## config.mk

```make
export PLATFORM = sky130hd
export DESIGN_NAME = asf_data_packet_parser_unit
export DESIGN_NICKNAME = d
export VERILOG_FILES = /design/src/asfdpp_pkg.sv /design/src/asf_data_packet_parser_unit.sv
export SDC_FILE = /design/constraint.sdc
export NUM_CORES = 2
export LEC_CHECK = 0
export ABC_AREA = 0
export BUFFER_PORTS_ARGS = -buffer_cell sky130_fd_sc_hd__buf_2
export CAP_MARGIN = 10
export CORE_MARGIN = 4
export CORE_UTILIZATION = 55
export CTS_BUF_LIST = sky130_fd_sc_hd__clkbuf_4 sky130_fd_sc_hd__clkbuf_8 sky130_fd_sc_hd__clkbuf_16
export DETAILED_ROUTE_END_ITERATION = 6
export HOLD_SLACK_MARGIN = 0.08
export MAX_ROUTING_LAYER = met4
export PLACE_DENSITY = 0.76
export SYNTH_ARGS = -nofsm -noshare
export SYNTH_HDL_FRONTEND = slang
export SYNTH_SLANG_ARGS = --single-unit
```

## constraint.sdc

```tcl
create_clock -name clk_i -period 17.05 [get_ports clk_i]
set_clock_uncertainty 0.2 [all_clocks]
set_input_delay 0.8525 -clock clk_i [delete_from_list [all_inputs] [get_ports clk_i]]
set_output_delay 0.8525 -clock clk_i [all_outputs]
set_load 0.01 [all_outputs]
```

## src/asfdpp_pkg.sv

```systemverilog
// Shared types, phase codes and field-length helpers for the data packet parser.
package asfdpp_pkg;

  typedef struct packed {
    logic [7:0] data_byte;
    logic       packet_begin;
  } in_item_t;

  typedef struct packed {
    logic [7:0]  payload_byte;
    logic [6:0]  stream_number;
    logic [31:0] object_number;
    logic [31:0] presentation_time;
    logic [31:0] object_offset;
    logic        grouped;
    logic        keyframe;
    logic [15:0] payload_duration;
    logic        first_of_payload;
    logic        last_of_payload;
    logic        truncated;
  } out_item_t;

  typedef enum logic [21:0] {
    PH_ECC        = 22'h000001,
    PH_ECC_SKIP   = 22'h000002,
    PH_FLAGS      = 22'h000004,
    PH_SEGTYPE    = 22'h000008,
    PH_PLEN       = 22'h000010,
    PH_SEQ        = 22'h000020,
    PH_PAD        = 22'h000040,
    PH_TIME       = 22'h000080,
    PH_DUR        = 22'h000100,
    PH_PAYFLAGS   = 22'h000200,
    PH_STREAM     = 22'h000400,
    PH_OBJ        = 22'h000800,
    PH_OFFS       = 22'h001000,
    PH_RLEN       = 22'h002000,
    PH_REPL_SKIP1 = 22'h004000,
    PH_PTS        = 22'h008000,
    PH_REPL_SKIP2 = 22'h010000,
    PH_PLLEN      = 22'h020000,
    PH_DATA       = 22'h040000,
    PH_SUBLEN     = 22'h080000,
    PH_SUBDATA    = 22'h100000,
    PH_DRAIN      = 22'h200000
  } phase_e;

  localparam logic [1:0]  REG_PACKET_SIZE   = 2'd0;
  localparam logic [15:0] PACKET_SIZE_RESET = 16'hFFFF;
  localparam logic [7:0]  ECC_SKIP_MASK     = 8'h0F;
  localparam logic [7:0]  STREAM_MASK       = 8'h7F;
  localparam logic [7:0]  COUNT_MASK        = 8'h3F;

  // Byte count of a 2-bit length-type code.
  function automatic logic [2:0] code_bytes(input logic [1:0] code);
    logic [2:0] r;
    case (code)
      2'd0:    r = 3'd0;
      2'd1:    r = 3'd1;
      2'd2:    r = 3'd2;
      default: r = 3'd4;
    endcase
    return r;
  endfunction

  // Number of bytes in the field read during a phase.
  function automatic logic [2:0] field_len(input phase_e ph, input logic [7:0] flags,
                                           input logic [7:0] segt, input logic [1:0] sst);
    logic [2:0] r;
    unique case (ph)
      PH_ECC, PH_FLAGS, PH_SEGTYPE, PH_STREAM, PH_SUBLEN: r = 3'd1;
      PH_PLEN:     r = code_bytes(flags[6:5]);
      PH_SEQ:      r = code_bytes(flags[2:1]);
      PH_PAD:      r = code_bytes(flags[4:3]);
      PH_TIME, PH_PTS: r = 3'd4;
      PH_DUR:      r = 3'd2;
      PH_PAYFLAGS: r = {2'b00, flags[0]};
      PH_OBJ:      r = code_bytes(segt[5:4]);
      PH_OFFS:     r = code_bytes(segt[3:2]);
      PH_RLEN:     r = code_bytes(segt[1:0]);
      PH_PLLEN:    r = flags[0] ? code_bytes(sst) : 3'd0;
      default:     r = 3'd0;
    endcase
    return r;
  endfunction

endpackage

```

## src/asf_data_packet_parser_unit.sv

```systemverilog
// Top level of the data packet parser: header and payload parsing, one byte per item.
//
//  Channel | Direction | Handshake            | Payload
//  --------+-----------+----------------------+-------------------------------------
//  in      | input     | in_valid_i/in_ready_o | asfdpp_pkg::in_item_t (byte, resync)
//  out     | output    | out_valid_o/out_ready_i | asfdpp_pkg::out_item_t (payload byte)
//  apb     | input     | psel/penable/pready  | packet_size at byte address 0
//
// An item is taken while the parser sits in a phase that reads a byte and the output is free.
// A header field or payload that turns out to be empty is completed without input, with
// in_ready_o low; a stall on the output is the other thing that holds back input.
// The result register frees once taken, so bytes stream at one per cycle between stalls.
// Reset puts the parser in front of an error-correction byte with packet_size 65535.
// A stall on the output holds back input only while the result register is full.
module asf_data_packet_parser_unit (
  input  logic                  clk_i,
  input  logic                  rst_ni,
  input  logic                  in_valid_i,
  output logic                  in_ready_o,
  input  asfdpp_pkg::in_item_t  in_data_i,
  output logic                  out_valid_o,
  input  logic                  out_ready_i,
  output asfdpp_pkg::out_item_t out_data_o,
  input  logic                  psel,
  input  logic                  penable,
  input  logic                  pwrite,
  input  logic [1:0]            paddr,
  input  logic [31:0]           pwdata,
  output logic [31:0]           prdata,
  output logic                  pready
);
  import asfdpp_pkg::*;

  // Parser state.
  phase_e      phase_q, phase_d;
  logic [1:0]  cnt_q, cnt_d;
  logic [31:0] acc_q, acc_d;
  logic [15:0] pos_q, pos_d;
  logic [31:0] skip_q, skip_d;
  logic [7:0]  flags_q, flags_d;
  logic [7:0]  segt_q, segt_d;
  logic [31:0] plen_q, plen_d;
  logic [31:0] pend_q, pend_d;      // end of the payload area, padding removed
  logic [1:0]  sst_q, sst_d;
  logic [5:0]  segs_q, segs_d;
  logic [6:0]  stream_q, stream_d;
  logic        key_q, key_d;
  logic [31:0] obj_q, obj_d;
  logic [31:0] offs_q, offs_d;
  logic [31:0] rlen_q, rlen_d;
  logic [31:0] rtime_q, rtime_d;
  logic [15:0] dur_q, dur_d;
  logic [15:0] pay_rem_q, pay_rem_d;
  logic [31:0] grp_rem_q, grp_rem_d;
  logic [7:0]  sub_rem_q, sub_rem_d;
  logic        cut_q, cut_d;
  logic        first_q, first_d;
  logic [15:0] psize_q;

  logic        out_valid_q, out_valid_d;
  out_item_t   out_q, out_d;

  // Step control.
  logic        settled, take, restart, do_fin, last;
  phase_e      ph_eff, fin_ph;
  logic [31:0] fin_v, acc_new, plen_eff, pay_len, sub_step;
  logic [15:0] cons, room;
  logic [2:0]  flen, n;
  logic [5:0]  new_segs;

  // The parser reads a byte only in a phase that really holds bytes; any other phase
  // is completed without input.
  always_comb begin
    unique case (phase_q)
      PH_ECC_SKIP, PH_REPL_SKIP1, PH_REPL_SKIP2: settled = (skip_q != 32'd0);
      PH_DATA:    settled = (pay_rem_q != 16'd0);
      PH_SUBDATA: settled = (sub_rem_q != 8'd0);
      PH_DRAIN:   settled = 1'b1;
      default:    settled = (field_len(phase_q, flags_q, segt_q, sst_q) != 3'd0);
    endcase
  end

  assign in_ready_o = settled && (!out_valid_q || out_ready_i);
  assign take       = in_valid_i && in_ready_o;
  assign restart    = in_data_i.packet_begin || (pos_q >= psize_q);
  assign ph_eff     = restart ? PH_ECC : phase_q;

  always_comb begin
    phase_d = phase_q;  cnt_d = cnt_q;      acc_d = acc_q;      pos_d = pos_q;
    skip_d = skip_q;    flags_d = flags_q;  segt_d = segt_q;    plen_d = plen_q;
    pend_d = pend_q;    sst_d = sst_q;      segs_d = segs_q;    stream_d = stream_q;
    key_d = key_q;      obj_d = obj_q;      offs_d = offs_q;    rlen_d = rlen_q;
    rtime_d = rtime_q;  dur_d = dur_q;      pay_rem_d = pay_rem_q;
    grp_rem_d = grp_rem_q; sub_rem_d = sub_rem_q; cut_d = cut_q; first_d = first_q;
    out_valid_d = out_valid_q && !out_ready_i;
    out_d    = out_q;
    do_fin   = 1'b0;
    fin_ph   = phase_q;
    fin_v    = 32'd0;
    cons     = pos_q;
    last     = 1'b0;
    acc_new  = 32'd0;
    n        = 3'd0;
    flen     = 3'd0;
    plen_eff = 32'd0;
    pay_len  = 32'd0;
    sub_step = 32'd0;
    new_segs = 6'd0;

    if (!settled) begin
      do_fin = 1'b1;
    end else if (take) begin
      cons   = (restart ? 16'd0 : pos_q) + 16'd1;
      pos_d  = cons;
      fin_ph = ph_eff;
      if (restart) begin
        phase_d = PH_ECC;
        cnt_d   = 2'd0;
        acc_d   = 32'd0;
      end
      unique case (ph_eff)
        PH_ECC_SKIP, PH_REPL_SKIP1, PH_REPL_SKIP2: begin
          skip_d = skip_q - 32'd1;
          do_fin = (skip_d == 32'd0);
        end
        PH_DRAIN: begin
        end
        PH_DATA, PH_SUBDATA: begin
          if (ph_eff == PH_SUBDATA) begin
            sub_rem_d = sub_rem_q - 8'd1;
            last      = (sub_rem_q == 8'd1);
          end else begin
            pay_rem_d = pay_rem_q - 16'd1;
            last      = (pay_rem_q == 16'd1);
          end
          out_valid_d                 = 1'b1;
          out_d.payload_byte          = in_data_i.data_byte;
          out_d.stream_number         = stream_q;
          out_d.object_number         = obj_q;
          out_d.presentation_time     = (ph_eff == PH_SUBDATA) ? offs_q : rtime_q;
          out_d.object_offset         = (ph_eff == PH_SUBDATA) ? 32'd0 : offs_q;
          out_d.grouped               = (ph_eff == PH_SUBDATA);
          out_d.keyframe              = key_q;
          out_d.payload_duration      = dur_q;
          out_d.first_of_payload      = first_q;
          out_d.last_of_payload       = last;
          out_d.truncated             = cut_q;
          first_d = 1'b0;
          do_fin  = last;
        end
        default: begin
          // Little-endian field assembly.
          acc_new = (restart ? 32'd0 : acc_q)
                  | ({24'd0, in_data_i.data_byte} << {(restart ? 2'd0 : cnt_q), 3'b000});
          n    = {1'b0, (restart ? 2'd0 : cnt_q)} + 3'd1;
          flen = field_len(ph_eff, flags_q, segt_q, sst_q);
          if (n >= flen) begin
            fin_v  = acc_new;
            acc_d  = 32'd0;
            cnt_d  = 2'd0;
            do_fin = 1'b1;
          end else begin
            acc_d = acc_new;
            cnt_d = n[1:0];
          end
        end
      endcase
    end

    room = (psize_q > cons) ? psize_q - cons : 16'd0;

    // Completion of a phase: store the field and pick the next phase.
    if (do_fin) begin
      unique case (fin_ph)
        PH_ECC: begin
          skip_d  = {24'd0, fin_v[7:0] & ECC_SKIP_MASK};
          phase_d = PH_ECC_SKIP;
        end
        PH_ECC_SKIP: phase_d = PH_FLAGS;
        PH_FLAGS: begin
          flags_d = fin_v[7:0];
          phase_d = PH_SEGTYPE;
        end
        PH_SEGTYPE: begin
          segt_d  = fin_v[7:0];
          phase_d = PH_PLEN;
        end
        PH_PLEN: begin
          plen_d  = fin_v;
          phase_d = PH_SEQ;
        end
        PH_SEQ: phase_d = PH_PAD;
        PH_PAD: begin
          plen_eff = (flags_q[6:5] == 2'd0) ? {16'd0, psize_q} : plen_q;
          plen_d   = plen_eff;
          pend_d   = (plen_eff > fin_v) ? plen_eff - fin_v : 32'd0;
          phase_d  = PH_TIME;
        end
        PH_TIME: phase_d = PH_DUR;
        PH_DUR: begin
          dur_d   = fin_v[15:0];
          phase_d = PH_PAYFLAGS;
        end
        PH_PAYFLAGS: begin
          if (flags_q[0]) begin
            sst_d    = fin_v[7:6];
            new_segs = fin_v[5:0] & COUNT_MASK[5:0];
          end else begin
            sst_d    = 2'd0;
            new_segs = 6'd1;
          end
          segs_d  = (new_segs == 6'd0) ? 6'd0 : new_segs - 6'd1;
          phase_d = (new_segs == 6'd0) ? PH_DRAIN : PH_STREAM;
        end
        PH_STREAM: begin
          stream_d = fin_v[6:0] & STREAM_MASK[6:0];
          key_d    = fin_v[7];
          phase_d  = PH_OBJ;
        end
        PH_OBJ: begin
          obj_d   = fin_v;
          phase_d = PH_OFFS;
        end
        PH_OFFS: begin
          offs_d  = fin_v;
          phase_d = PH_RLEN;
        end
        PH_RLEN: begin
          rlen_d  = fin_v;
          rtime_d = 32'd0;
          if (fin_v == 32'd1) begin
            skip_d = 32'd1;
          end else if (fin_v >= 32'd8) begin
            skip_d = 32'd4;
          end else begin
            skip_d = fin_v;
          end
          phase_d = PH_REPL_SKIP1;
        end
        PH_REPL_SKIP1: phase_d = (rlen_q >= 32'd8) ? PH_PTS : PH_PLLEN;
        PH_PTS: begin
          rtime_d = fin_v;
          skip_d  = rlen_q - 32'd8;
          phase_d = PH_REPL_SKIP2;
        end
        PH_REPL_SKIP2: phase_d = PH_PLLEN;
        PH_PLLEN: begin
          if (flags_q[0] && (sst_q != 2'd0)) begin
            pay_len = fin_v;
          end else begin
            pay_len = (pend_q > {16'd0, cons}) ? pend_q - {16'd0, cons} : 32'd0;
          end
          if (rlen_q == 32'd1) begin
            grp_rem_d = pay_len;
            if (pay_len != 32'd0) begin
              phase_d = PH_SUBLEN;
            end else begin
              segs_d  = (segs_q == 6'd0) ? 6'd0 : segs_q - 6'd1;
              phase_d = (segs_q == 6'd0) ? PH_DRAIN : PH_STREAM;
            end
          end else begin
            pay_rem_d = (pay_len < {16'd0, room}) ? pay_len[15:0] : room;
            cut_d     = (pay_len > {16'd0, room});
            first_d   = 1'b1;
            phase_d   = PH_DATA;
          end
        end
        PH_DATA: begin
          segs_d  = (segs_q == 6'd0) ? 6'd0 : segs_q - 6'd1;
          phase_d = (segs_q == 6'd0) ? PH_DRAIN : PH_STREAM;
        end
        PH_SUBLEN: begin
          sub_step  = {24'd0, fin_v[7:0]} + 32'd1;
          grp_rem_d = grp_rem_q - ((sub_step < grp_rem_q) ? sub_step : grp_rem_q);
          sub_rem_d = ({8'd0, fin_v[7:0]} < room) ? fin_v[7:0] : room[7:0];
          cut_d     = ({8'd0, fin_v[7:0]} > room);
          first_d   = 1'b1;
          phase_d   = PH_SUBDATA;
        end
        PH_SUBDATA: begin
          obj_d = obj_q + 32'd1;
          if (grp_rem_q != 32'd0) begin
            phase_d = PH_SUBLEN;
          end else begin
            segs_d  = (segs_q == 6'd0) ? 6'd0 : segs_q - 6'd1;
            phase_d = (segs_q == 6'd0) ? PH_DRAIN : PH_STREAM;
          end
        end
        default: phase_d = PH_DRAIN;
      endcase
    end
  end

  always_ff @(posedge clk_i or negedge rst_ni) begin
    if (!rst_ni) begin
      phase_q <= PH_ECC;   cnt_q <= '0;     acc_q <= '0;     pos_q <= '0;
      skip_q <= '0;        flags_q <= '0;   segt_q <= '0;    plen_q <= '0;
      pend_q <= '0;        sst_q <= '0;     segs_q <= '0;    stream_q <= '0;
      key_q <= 1'b0;       obj_q <= '0;     offs_q <= '0;    rlen_q <= '0;
      rtime_q <= '0;       dur_q <= '0;     pay_rem_q <= '0; grp_rem_q <= '0;
      sub_rem_q <= '0;     cut_q <= 1'b0;   first_q <= 1'b0;
      out_valid_q <= 1'b0;
      psize_q <= PACKET_SIZE_RESET;
    end else begin
      phase_q <= phase_d;  cnt_q <= cnt_d;  acc_q <= acc_d;  pos_q <= pos_d;
      skip_q <= skip_d;    flags_q <= flags_d; segt_q <= segt_d; plen_q <= plen_d;
      pend_q <= pend_d;    sst_q <= sst_d;  segs_q <= segs_d; stream_q <= stream_d;
      key_q <= key_d;      obj_q <= obj_d;  offs_q <= offs_d; rlen_q <= rlen_d;
      rtime_q <= rtime_d;  dur_q <= dur_d;  pay_rem_q <= pay_rem_d; grp_rem_q <= grp_rem_d;
      sub_rem_q <= sub_rem_d; cut_q <= cut_d; first_q <= first_d;
      out_valid_q <= out_valid_d;
      if (psel && penable && pwrite && (paddr == REG_PACKET_SIZE)) begin
        psize_q <= pwdata[15:0];
      end
    end
  end

  always_ff @(posedge clk_i) begin
    out_q <= out_d;
  end

  assign out_valid_o = out_valid_q;
  assign out_data_o  = out_q;
  assign pready      = 1'b1;
  assign prdata      = (paddr == REG_PACKET_SIZE) ? {16'd0, psize_q} : 32'd0;

  // A byte accepted in a payload phase must appear in the result register.
  assert property (@(posedge clk_i) disable iff (!rst_ni)
    take && (ph_eff == PH_DATA || ph_eff == PH_SUBDATA) |=> out_valid_o)
    else $error("payload byte produced no result");

  // Input is only taken when the result register can hold a new result.
  assert property (@(posedge clk_i) disable iff (!rst_ni)
    in_ready_o |-> (!out_valid_q || out_ready_i))
    else $error("input taken while result register blocked");

  // A partly assembled field only exists in a field-reading phase.
  assert property (@(posedge clk_i) disable iff (!rst_ni)
    (cnt_q != 2'd0) |-> !(phase_q == PH_DATA || phase_q == PH_SUBDATA ||
                          phase_q == PH_DRAIN || phase_q == PH_ECC_SKIP))
    else $error("field byte count left set outside a field");

endmodule
```

== Word level (Yosys, flattened, before mapping) ==
Cells that the tools add are included.
Storage, ports and cells
  flip-flop bits (word level): 548
  input bits: 50
  output and inout bits: 167
  word-level logic and storage cells: 312
Operators by class
  $add $sub $neg: 14
  order comparisons: 12
  equality and inequality tests: 87
  shift-type cells: 1
  muxes and demuxes: 102
  bitwise logic cells: 1
  reductions and logical operators: 59
Operators by type and width (number)
  32-bit 2-to-1 mux: 22
  22-bit case mux with 21 select lines: 1
  32-bit case mux with 2 select lines: 4
  16-bit 2-to-1 mux: 13
  22-bit 2-to-1 mux: 9
  32-bit case mux with 3 select lines: 1
  32-bit nonzero test: 3
  22-bit by 1-bit == test with 1-bit output, second input constant: 3
  22-bit by 10-bit == test with 1-bit output, second input constant: 3
  22-bit by 11-bit == test with 1-bit output, second input constant: 3
  22-bit by 12-bit == test with 1-bit output, second input constant: 3
  22-bit by 13-bit == test with 1-bit output, second input constant: 3
  22-bit by 14-bit == test with 1-bit output, second input constant: 3
  22-bit by 15-bit == test with 1-bit output, second input constant: 3
  22-bit by 16-bit == test with 1-bit output, second input constant: 3
  22-bit by 17-bit == test with 1-bit output, second input constant: 3
  22-bit by 18-bit == test with 1-bit output, second input constant: 3
  22-bit by 19-bit == test with 1-bit output, second input constant: 3
  22-bit by 2-bit == test with 1-bit output, second input constant: 3
  22-bit by 20-bit == test with 1-bit output, second input constant: 3
  22-bit by 21-bit == test with 1-bit output, second input constant: 3
  22-bit by 3-bit == test with 1-bit output, second input constant: 3
  22-bit by 4-bit == test with 1-bit output, second input constant: 3
  22-bit by 5-bit == test with 1-bit output, second input constant: 3
  other kinds (65): 172

== Longest topological paths before layout ==
  depth after elaboration: 24
  gate-level depth with buffers: 46
  mapped depth without buffers: 42

== Worst setup path before layout ==
No wires, ideal clock.
  path kind: reg2reg
  from: reg psize_q[9]
  to: reg grp_rem_q[30]
  setup time: 0.137 ns
  arrival: 9.309 ns
  required time: 16.713 ns
  setup slack: 7.404 ns
  stages on the path, launching flop included: 46
  path buffers: 5
  period minus slack after synthesis: 9.646 ns
  cells stage by stage: dfstp_2 -> inv_1 -> ha_1 -> a211oi_1 -> o21bai_1 -> a2111oi_0 -> o21a_1 -> clkbuf_1 -> clkbuf_1 -> clkbuf_1 -> and2_1 -> ha_1 -> ha_1 -> a21o_1 -> a21o_1 -> nand2_1 -> nor2_1 -> buf_2 -> [10 not listed] -> o221ai_1 -> buf_1 -> mux2i_1 -> ha_1 -> inv_1 -> fa_1 -> a21o_1 -> a21oi_1 -> o21bai_1 -> a21oi_1 -> o21bai_1 -> a2111oi_0 -> nor2b_1 -> nand2_1 -> nor2_1 -> nand3_1 -> o21ai_0 -> a21oi_1
On the way
  longest elaborated chain between the ends: 19
  elaborated cells between the ends (all ways): 72
  classes of those cells: add/sub: 5; order compare: 4; eq/ne: 25; shift: 1; mux: 28; bitwise: 1; reduce/logical: 8
Ends and longest elaborated chain
  start: declaration: RTL line asf_data_packet_parser_unit.sv:58  | logic [15:0] psize_q;
  start signal: assignment: RTL line asf_data_packet_parser_unit.sv:313  | psize_q <= pwdata[15:0];
  16-bit >= comparator *: RTL line asf_data_packet_parser_unit.sv:85  | assign restart = in_data_i.packet_begin || (pos_q >= psize_q);
  1-bit logical OR *: RTL line asf_data_packet_parser_unit.sv:85
  22-bit 2-to-1 mux
  22-bit by 1-bit == test with 1-bit output, or another cell as far along: RTL line asfdpp_pkg.sv:70  | unique case (ph)
  5-bit OR reduction or 2-bit OR reduction (tied branches): RTL line asfdpp_pkg.sv:70
  3-bit case mux with 11 select lines: RTL line asfdpp_pkg.sv:70
  3-bit 2-to-1 mux: RTL line asf_data_packet_parser_unit.sv:121  | unique case (ph_eff)
  3-bit 2-to-1 mux: RTL line asf_data_packet_parser_unit.sv:112  | end else if (take) begin
  [4 not listed]
  32-bit 2-to-1 mux *: RTL line asf_data_packet_parser_unit.sv:112
  32-bit 2-to-1 mux *: RTL line asf_data_packet_parser_unit.sv:110  | if (!settled) begin
  via fin_v[0]: RTL line asf_data_packet_parser_unit.sv:66  | logic [31:0] fin_v, acc_new, plen_eff, pay_len, sub_step;
  8-bit by 1-bit adder with 9-bit output *: RTL line asf_data_packet_parser_unit.sv:273  | sub_step = {24'd0, fin_v[7:0]} + 32'd1;
  9-bit by 32-bit < comparator with 1-bit output: RTL line asf_data_packet_parser_unit.sv:274  | grp_rem_d = grp_rem_q - ((sub_step < grp_rem_q) ? sub_step : grp_rem_q);
  32-bit 2-to-1 mux *: RTL line asf_data_packet_parser_unit.sv:274
  32-bit subtractor *: RTL line asf_data_packet_parser_unit.sv:274
  32-bit case mux with 2 select lines *: RTL line asf_data_packet_parser_unit.sv:174  | unique case (fin_ph)
  end signal: assignment: RTL line asf_data_packet_parser_unit.sv:309  | rtime_q <= rtime_d; dur_q <= dur_d; pay_rem_q <= pay_rem_d; grp_rem_q <= grp_rem_d;
  end: declaration: RTL line asf_data_packet_parser_unit.sv:54  | logic [31:0] grp_rem_q, grp_rem_d;
The timed path passes the listed nets; every way through them passes the cells marked *. The select of a mux whose other input is x is not followed.
A chain may end at the register's enable or synchronous reset.

== Worst setup path after layout ==
  from: reg psize_q[9]
  to: reg grp_rem_q[19]
The elaborated chain is that of the path after synthesis.

==> results_dict.tcl <==
set metrics [dict create \
    outcome "finished, final reports clean" \
    start_kind "register" \
    syn_area_per_cell_um2 8.71 \
    grtUsageMet2_pct 55.4 \
    slowest_delay_ns 0.73 \
    synth_xor_area_share_pct 4.23 \
    synthMuxAreaShare_pct 1.55 \
    clk_path_buf_depth 3 \
    synth_compound_area_share_pct 18.0 \
    core-area_um2 59400 \
    viasPerCell 6.43 \
    crit_start "psize_q[9]" \
    top_usage_layer "met2" \
    drt_iter0_drc 3421 \
    r2r-end "grp_rem_q[19]" \
    post_cts_buffers 0 \
    final_util_pct 62.3 \
    wl_per_cell_um 24.2 \
    numClockSinks 548 \
    critical_path_class "reg -> reg" \
    critPathCaptureType "register" \
    arrival_ns 12.19 \
    gp_congestion 1.03 \
    use_met1_pct 46.2 \
    grt_antenna_before_repair 10 \
    yosysTopAreaCell "dfrtp_1" \
    stdcell_area_um2 37000 \
    hold_viol 0 \
    start_util_pct 55.8 \
    ys.flop_type "dfrtp_1" \
    pwr-share-comb_pct 45.9 \
    required_ns 17.42 \
    num_vias 30446 \
    rsz0062_at_grt "no" \
    grt_pass1_wl_um 173000 \
    die_h_um 253 \
    grtUsageTotal_pct 36.0 \
    met3_usage_pct 6.43 \
    cp_slowest_cell "nor3_1" \
    dpl_cell_area_um2 34700 \
    pin_count 217 \
    fmax_mhz 84.6 \
    cts_root_buf "clkbuf_16" \
    die_area_um2 64300 \
    cts_tree "done" \
    ant_nets 0 \
    power_density_nw_per_um2 147 \
    clk_pin_slew_worst_paths_ns 0.06 \
    hold-path-cell-count 3 \
    portBuffers 183 \
    critPathCapture "grp_rem_q[19]" \
    synthCells 3804 \
    overflow 0 \
    htree_levels 2 \
    synth_simple_gate_area_share_pct 22.9 \
    power_switching_w 0.00232 \
    numCtsBuffers 59 \
    nNetsFinal 4104 \
    maxCapViolCount 0 \
    hp-class "in -> reg" \
    fill_cells 5070 \
    tightest_slew_ns 1.19 \
    synthArstFlopShare_pct 75.9 \
    tns_ns 0 \
    r2r_slack_ns 5.22 \
    yosysUniqueCellTypes 103 \
    power_frac_seq_pct 27.2 \
    critPathMostFrequentCell "ha_1" \
    synth-edff-count 132 \
    ctsResizeCount 0 \
    grt_pass1_vias 28591 \
    synth.area.top_cells "dfrtp_1 30%, edfxtp_1 12%, nand2_1 6.6%, o21ai_0 6.0%, ha_1 5.3%" \
    fp.dieW_um 253 \
    drt_pass1_iterations 6 \
    syn_area_um2 33100 \
    rr_startpoint "psize_q[9]" \
    pwr-share-clk_pct 26.9 \
    p_leak_nw 16.7 \
    synth_top_family_by_area "simple AND/OR/NAND/NOR gates" \
    yosysTopAreaCellShare_pct 30.1 \
    ir_worst_vdd_mv 0.100 \
    p_sw_share_pct 42.6 \
    p_int_w 0.00312 \
    drc 0 \
    wirelength_um 115000 \
    cp_max_fo 35 \
    ys_seq_area_share_pct 43.4 \
    synth-warning-count 0 \
    hpwl_um 83700 \
    grt_max_degree 165 \
    min_period_ns 11.83 \
    yosys_register_bits 548 \
    insertion_delay_ns 0.66 \
    relSlewSlack_pct 20.7 \
    area_growth_pct 11.6 \
    maxSlewViolCount 0 \
    setup_viol 0 \
    finalCritPeriodShare_pct 69.4 \
    layout-drive-gt1-share_pct 11.3 \
    r2r_cells 42 \
    rows 89 \
    synthAdderAreaFrac_pct 5.56 \
]
-- per-layer routing --
| layer | part of all wire [%] | vias to the layer above | routed length, um |
|---|---|---|---|
| met5 | 0 | - | 0 |
| met4 | 6.2 | 0 | 7060 |
| met3 | 9.1 | 360 | 10400 |
| met2 | 45 | 1524 | 51800 |
| met1 | 40 | 14732 | 45300 |
| li1 | - | 13830 | - |
-- critical path: cells and delay by family (launching register included) --
family | cells | cell delay [ns]
and+or+nand+nor | 12 | 3.02
DFF | 1 | 0.54
AOI/OAI and AO/OA | 16 | 4.01
buffers and inverters | 7 | 1.92
adders and majority gates | 6 | 1.71
muxes | 1 | 0.30
-- logic make-up after synthesis --
logic type / Yosys count
fa+ha+maj: 145
simple gates: 1564
buf+inv: 348
xor+xnor: 160
compound gates: 987
other cells: 2
flops: 548
mux: 50
-- final cells by class --
class | instances | area [um2] | area share [%]
multi-input cells | 2923 | 17500 | 47.2
flip-flops and latches | 548 | 14400 | 38.9
clock buffers | 78 | 1770 | 4.79
repair buffers | 242 | 1380 | 3.74
well taps | 773 | 967 | 2.61
inverters | 135 | 509 | 1.38
clock inverters | 34 | 498 | 1.35
diodes | 4 | 10.0 | 0.0271
-- flip-flops by register name, summed over array words and instances, names as in the netlist, 8 cells and up --
register    flops
obj_q          32
skip_q         32
sub_rem_q       8
plen_q         32
pay_rem_q      16
acc_q          32
grp_rem_q      32
rlen_q         32
rtime_q        32
pos_q          16
offs_q         32
pend_q         32
psize_q        16
out_data_o    132
phase_q        22
dur_q          16
-- synthesized netlist by cell type, types with 79 or more instances --
cell and instances:
clkbuf_1 153, o21ai_0 400, edfxtp_1 132, inv_1 133, ha_1 141, xor2_1 81
a21oi_1 239, nor2_1 278, xnor2_1 79, dfrtp_1 399, nand3_1 142, nor3_1 119
nand2_1 579
-- layout by cell type (no fill, tap or decap), drive strengths merged, types with 19 or more instances in the layout --
cell type    n
nor4        66
buf        241
ha         141
nand2      580
o21a        27
a211oi      20
nor3       120
xor2        81
edfxtp     132
xnor2       79
a21oi      240
dfrtp      399
or3         44
o31a        19
o21ai      415
a22oi       21
a21o        47
and2        51
nor2       280
and3        57
o31ai       34
nand4       53
a32oi       19
clkbuf      78
or4         25
inv        137
nor2b       41
nand3      144
a31oi       29
nand2b      29
mux2i       40
-- worst min path at each step --
stage	from	endpoint	slack, ns
CTS	pwdata[4]	psize_q[4]	0.20
global route	pwdata[8]	psize_q[8]	0.22
detailed placement	dur_q[4]	out_data_o[7]	0.23
finish	pwdata[12]	psize_q[12]	0.22
global placement	key_q	out_data_o[19]	0.23
floorplan	dur_q[7]	out_data_o[10]	0.22
-- power groups by stage --
stage,sequential [W],combinational [W],clock [W]
final,0.00148,0.00249,0.00146
after global routing,0.00149,0.00268,0.00153
after CTS,0.00148,0.00242,0.00147
after detailed placement,0.00150,0.00241,0
after global placement,0.00150,0.00238,0
after floorplan,0.00146,0.00169,0
-- through the flow --
stage               worst slack (ns)  std cells  hold slack [ns]  total power (W)
finish                          5.22       4737            0.219          0.00543
detailed placement              5.62       4620            0.231          0.00391
global route                    4.43       4736            0.216          0.00570
floorplan                       7.40       3819            0.219          0.00315
CTS                             5.47       4733            0.202          0.00537
global placement                5.67       4620            0.228          0.00388
-- timing repair --
action,in CTS,in global routing
setup endpoints to repair,0,0
hold buffers,1,0
endpoints found under the hold margin,87,0
(Power assumes the default switching activity.)
